===== src/psp_pkg.sv =====
// package for the priority slice picker
// holds field widths, op and status codes, priority limits, and the token and result types
// no dependencies
`timescale 1ns / 1ps

package psp_pkg;

  // payload field widths
  localparam int OP_W   = 3;
  localparam int SLOT_W = 6;
  localparam int PRIO_W = 7;
  localparam int STAT_W = 2;

  // op codes
  localparam logic [OP_W-1:0] OP_ALLOC  = 3'd0;
  localparam logic [OP_W-1:0] OP_RUN    = 3'd1;
  localparam logic [OP_W-1:0] OP_STOP   = 3'd2;
  localparam logic [OP_W-1:0] OP_FREE   = 3'd3;
  localparam logic [OP_W-1:0] OP_SETPRI = 3'd4;
  localparam logic [OP_W-1:0] OP_PICK   = 3'd5;

  // status codes
  localparam logic [STAT_W-1:0] ST_OK    = 2'd0;
  localparam logic [STAT_W-1:0] ST_RANGE = 2'd1;
  localparam logic [STAT_W-1:0] ST_NONE  = 2'd2;

  // priority limits
  localparam logic [PRIO_W-1:0] PRIO_MAX   = 7'd100;
  localparam logic [PRIO_W-1:0] PRIO_RESET = 7'd60;

  // token walking down the cell row (fixed-width part)
  typedef struct packed {
    logic              vld;
    logic [OP_W-1:0]   op;
    logic [SLOT_W-1:0] slot;
    logic [PRIO_W-1:0] np;
    logic              hit;
    logic [PRIO_W-1:0] old;
    logic              any;
    logic [PRIO_W-1:0] bprio;
  } psp_tok_t;

  // one result item
  typedef struct packed {
    logic              found;
    logic [SLOT_W-1:0] chosen_slot;
    logic [PRIO_W-1:0] old_priority;
    logic [STAT_W-1:0] status;
  } psp_res_t;

endpackage


===== src/psp_cell.sv =====
// one task slot of the scheduler row; applies the passing token and forwards it
// depends on psp_pkg
`timescale 1ns / 1ps

module psp_cell #(
  parameter int SLOTS      = 64,
  parameter int SLICE_BITS = 16,
  parameter int SLOT_IDX   = 0,
  localparam int IDX_W     = (SLOTS > 1) ? $clog2(SLOTS) : 1
) (
  input  logic                       clk,
  input  logic                       rst_n,
  input  logic [psp_pkg::PRIO_W-1:0] init_prio,
  input  psp_pkg::psp_tok_t          tok_i,
  input  logic [SLICE_BITS-1:0]      bsl_i,
  input  logic [IDX_W-1:0]           bidx_i,
  input  logic                       commit_vld,
  input  logic [IDX_W-1:0]           commit_idx,
  output psp_pkg::psp_tok_t          tok_o,
  output logic [SLICE_BITS-1:0]      bsl_o,
  output logic [IDX_W-1:0]           bidx_o
);

  localparam logic [IDX_W-1:0] MY_IDX = IDX_W'(SLOT_IDX);

  logic                       used_r, used_nxt;
  logic                       run_r, run_nxt;
  logic [psp_pkg::PRIO_W-1:0] prio_r, prio_nxt;
  logic [SLICE_BITS-1:0]      sl_r, sl_nxt;
  psp_pkg::psp_tok_t          tok_r, tok_nxt;
  logic [SLICE_BITS-1:0]      bsl_r, bsl_nxt;
  logic [IDX_W-1:0]           bidx_r, bidx_nxt;
  logic                       match;
  logic                       better;

  assign match = ({{(32 - psp_pkg::SLOT_W){1'b0}}, tok_i.slot} == 32'(SLOT_IDX));

  // pick comparison: lower priority, then fewer slices, earlier index already kept
  assign better = used_r && run_r &&
                  (!tok_i.any || (prio_r < tok_i.bprio) ||
                   ((prio_r == tok_i.bprio) && (sl_r < bsl_i)));

  // op decode for this slot and token update
  always_comb begin
    used_nxt = used_r;
    run_nxt  = run_r;
    prio_nxt = prio_r;
    sl_nxt   = sl_r;
    tok_nxt  = tok_i;
    bsl_nxt  = bsl_i;
    bidx_nxt = bidx_i;
    if (tok_i.vld) begin
      case (tok_i.op)
        psp_pkg::OP_ALLOC: begin
          if (match) begin
            used_nxt    = 1'b1;
            run_nxt     = 1'b0;
            prio_nxt    = init_prio;
            sl_nxt      = '0;
            tok_nxt.hit = 1'b1;
          end
        end
        psp_pkg::OP_RUN: begin
          if (match && used_r) begin
            run_nxt     = 1'b1;
            tok_nxt.hit = 1'b1;
          end
        end
        psp_pkg::OP_STOP: begin
          if (match && used_r) begin
            run_nxt     = 1'b0;
            tok_nxt.hit = 1'b1;
          end
        end
        psp_pkg::OP_FREE: begin
          if (match && used_r) begin
            run_nxt     = 1'b0;
            used_nxt    = 1'b0;
            tok_nxt.hit = 1'b1;
          end
        end
        psp_pkg::OP_SETPRI: begin
          if (match && used_r && (tok_i.np <= psp_pkg::PRIO_MAX)) begin
            tok_nxt.old = prio_r;
            prio_nxt    = tok_i.np;
            if (prio_r != tok_i.np) begin
              sl_nxt = '0;
            end
            tok_nxt.hit = 1'b1;
          end
        end
        psp_pkg::OP_PICK: begin
          if (better) begin
            tok_nxt.any   = 1'b1;
            tok_nxt.bprio = prio_r;
            bsl_nxt       = sl_r;
            bidx_nxt      = MY_IDX;
          end
        end
        default: begin
        end
      endcase
    end else if (commit_vld && (commit_idx == MY_IDX)) begin
      // winner of a pick: one more slice, saturating, and off the run list
      run_nxt = 1'b0;
      if (sl_r != {SLICE_BITS{1'b1}}) begin
        sl_nxt = sl_r + 1'b1;
      end
    end
  end

  // slot state and token stage
  always_ff @(posedge clk) begin
    prio_r <= prio_nxt;
    sl_r   <= sl_nxt;
    bsl_r  <= bsl_nxt;
    bidx_r <= bidx_nxt;
    if (!rst_n) begin
      used_r <= 1'b0;
      run_r  <= 1'b0;
      tok_r  <= '0;
    end else begin
      used_r <= used_nxt;
      run_r  <= run_nxt;
      tok_r  <= tok_nxt;
    end
  end

  assign tok_o  = tok_r;
  assign bsl_o  = bsl_r;
  assign bidx_o = bidx_r;

endmodule


===== config.mk =====
export PLATFORM = sky130hd
export DESIGN_NAME = psp_cell
export DESIGN_NICKNAME = d
export VERILOG_FILES = /design/src/psp_pkg.sv /design/src/psp_cell.sv
export SDC_FILE = /design/constraint.sdc
export NUM_CORES = 1
export LEC_CHECK = 0
export BUFFER_PORTS_ARGS = -buffer_cell sky130_fd_sc_hd__buf_4
export CORE_AREA = 2 2 102 104
export CTS_CLUSTER_SIZE = 28
export DETAILED_ROUTE_END_ITERATION = 8
export DIE_AREA = 0 0 104 106
export PLACE_DENSITY = 0.66
export SLEW_MARGIN = 0
export SYNTH_ARGS = -nofsm -noshare
export SYNTH_HDL_FRONTEND = slang
export SYNTH_SLANG_ARGS = --single-unit
export TNS_END_PERCENT = 50

===== constraint.sdc =====
create_clock -name clk -period 4.85 [get_ports clk]
set_clock_uncertainty 0.2 [all_clocks]
set_input_delay 1.2125 -clock clk [delete_from_list [all_inputs] [get_ports clk]]
set_output_delay 1.2125 -clock clk [all_outputs]
set_load 0.02 [all_outputs]

==> metrics <==
number of synthesized flops with an enable pin=23; element type at the critical path end=register; post-layout min period=3.41 ns; worst IR drop on VDD=125 uV; highest metal layer with signal wires=met4; Worst Path Arrival=3.46 ns; total negative slack for setup checks=0 ns; Non-Filler Cell Area, Final=5080 um^2; count of routing violations after the opening detailed-route iteration=99; Met3 Wirelength=445 um; number of buffers inserted for hold repair after clock tree synthesis=0; total of max-cap violations=0; drt total wl=8420 um; Avg WL per Cell=13.6 um; count of instances resized after the clock tree is built=0; # setup viols final=0; CORE AREA=10000 um^2; Fin. Hold Viols=0; 1st-pass router iterations=4; fraction of final layout cells with drive strength greater than 1=36.7%; average vias per placed instance=4.73; critical path class=primary input to register; largest net degree at the start of global routing=43; TritonCTS clock tree=built; total routed wire length on the met1 layer=3790 um; fin crit share=70.2%; count of standard-cell rows=37; remaining global-route overflow=0; count of clock tree sinks=80; worst-margin pin slew=0.585 ns; Slew headroom=61.0%; average cell area after synthesis=10.7 um^2; Die W=104 um; total of flip-flops plus latches after synthesis=80; Net count, final=574; worst hold path type=register to register; final weighted congestion in routability-driven placement=0.844; power share of the combinational group=14.4%; DRC violations left=0; CTS H-Tree Depth=3; run status=complete, no violations; Clk network pwr share=35.7%; share of synthesized registers carrying an async set or reset=0%; Required @ worst endpoint=4.90 ns; antenna violations before repair=0; CTS clk-pin slew, worst paths=0.08 ns; static leakage power=2.29 nW; height of the chip=106 um; Finished Core Util=50.8%; Cell Count, Final, Fillers Out=621; max frequency=294 MHz; startpoint type of the worst setup path=primary input; Antenna Violating Nets Remaining=0; Clock Latency Late Sink=0.36 ns; power density relative to cell area=291 nW/um^2; Post-Syn Area=3770 um^2; power share of the sequential group=49.9%; Final Slew Violations=0; DPL Wire Length=6450 um; switching power as a share of total power=24.9%; net switching power of the design=0.367 mW; most common cell after layout, fill and taps aside=buf_4; overall die area=11000 um^2; total length of routed met2 wires=4070 um; buffers inserted by post-CTS timing repair=0; effective utilization at floorplan=37.7%; I/O pin count=126; maximum clock path buffer count=2; post-synthesis net count=445; clock root buffer master=clkbuf_8; internal power summed over all cells=1.11 mW; count of unique library cells instantiated by Yosys=49; wire length of the first global-routing pass=13800 um; Post-synth top flop=dfxtp_1; fill cell instance count of the final layout=950; vias=2935; instance area at placement=4860 um^2; antenna cell count=0; total of buffers placed on input and output ports=125; overall power of the completed layout=1.48 mW; via count of the first global-routing pass=2921; global-route total usage across every layer=15.9%; signed area change from the synthesized netlist to the final layout=34.6%; cts bufs inserted=9; RSZ-0062 raised after global routing=false; cell count after synthesis=351; share of synthesized area occupied by flip-flops and latches=48.6%; maximum fanout along the worst path=16; dpl cells=605; total of warnings raised by yosys=0; highest-count cells in the layout ignoring fill and taps=buf_4 (128), dfxtp_1 (57), nand2_1 (28)
==> power by group through the flow <==
stage | clock network [mW] | registers, mW | logic (mW)
2_1_floorplan | 0 | 0.781 | 0.0770
3_5_place_dp | 0 | 0.753 | 0.215
4_1_cts | 0.543 | 0.738 | 0.216
6_report | 0.528 | 0.738 | 0.213
3_3_place_gp | 0 | 0.753 | 0.211
5_1_grt | 0.571 | 0.742 | 0.234
==> critical path, cell delays in order <==
cell,delay [ns]
buf_4,0.08
inv_1,0.03
ha_1,0.35
nand4_1,0.14
nor2_1,0.21
o311ai_2,0.20
a31oi_4,0.52
buf_4,0.34
mux2_2,0.35
==> area by class of cell <==
cell class	count	area (um^2)	area share [%]
Multi-Input combinational cell	236	1810	35.6
Inverter	25	93.8	1.85
Sequential cell	80	1830	36.1
Clock buffer	11	163	3.20
Clock inverter	5	51.3	1.01
Tap cell	136	170	3.35
Timing Repair Buffer	128	961	18.9
==> metal layers <==
layer  vias to the layer above  global-route usage, %
met2                        76                   26.4
met5                         -                      0
met3                        10                   5.52
li1                       1476                      -
met1                      1373                   19.3
met4                         0                   5.21
==> kinds of logic (layout without fill, tap and decap cells) <==
| family | after synthesis | after routing | synth area share (%) |
|---|---|---|---|
| buffers and inverters | 35 | 169 | 3.82 |
| adder cells (fa/ha/maj) | 23 | 23 | 7.63 |
| AND/OR/NAND/NOR | 118 | 118 | 16.8 |
| flip-flops | 80 | 80 | 48.6 |
| XOR/XNOR | 18 | 18 | 4.18 |
| multiplexers | 38 | 38 | 11.5 |
| AO/OA/AOI/OAI | 39 | 39 | 7.57 |
==> synth_stat cells (2+ instances only) <==
cell type | number | area [um^2]
dfxtp_1 | 57 | 1140
nand2_1 | 28 | 105
and2_1 | 26 | 163
inv_1 | 24 | 90.1
edfxtp_1 | 23 | 691
ha_1 | 23 | 288
nor2_1 | 23 | 86.3
mux2_2 | 17 | 191
mux2i_1 | 15 | 150
a21oi_1 | 14 | 70.1
xor2_1 | 10 | 87.6
nor2b_1 | 8 | 50.1
xnor2_1 | 8 | 70.1
nand3_1 | 7 | 35.0
o21ai_0 | 7 | 35.0
clkbuf_1 | 6 | 22.5
mux2_4 | 6 | 90.1
nand4_1 | 6 | 37.5
nor3_1 | 3 | 15.0
nor4_1 | 3 | 18.8
o21a_1 | 3 | 22.5
or3_1 | 3 | 18.8
a211oi_1 | 2 | 15.0
a21boi_0 | 2 | 15.0
and3_1 | 2 | 12.5
nor4b_1 | 2 | 17.5
==> path summary, 6_finish.rpt <==
kind / startpoint / to / slack [ns] / depth (start not counted)
setup / recovery: bsl_i[15] / bsl_o[2] / 1.44 / 9
hold / removal: run_r / run_r / 0.30 / 2
setup reg to reg: prio_r[6] / bsl_o[2] / 1.88 / 8
hold reg to reg: run_r / run_r / 0.30 / 2
==> per-stage QoR <==
| stage | hold WS (ns) | setup slack, ns |
|---|---|---|
| after floorplan | 0.257 | 0.708 |
| after global routing | 0.324 | 1.31 |
| after CTS | 0.300 | 1.44 |
| after global placement | 0.276 | 1.07 |
| after detailed placement | 0.287 | 1.04 |
| final | 0.297 | 1.44 |
==> registers in the layout, summed over array words and instances (netlist names) <==
signal  count
bidx_o      6
bsl_o      16
prio_r      7
run_r       1
sl_r       16
tok_o      33
used_r      1
Power figures use the tool's default switching activity.
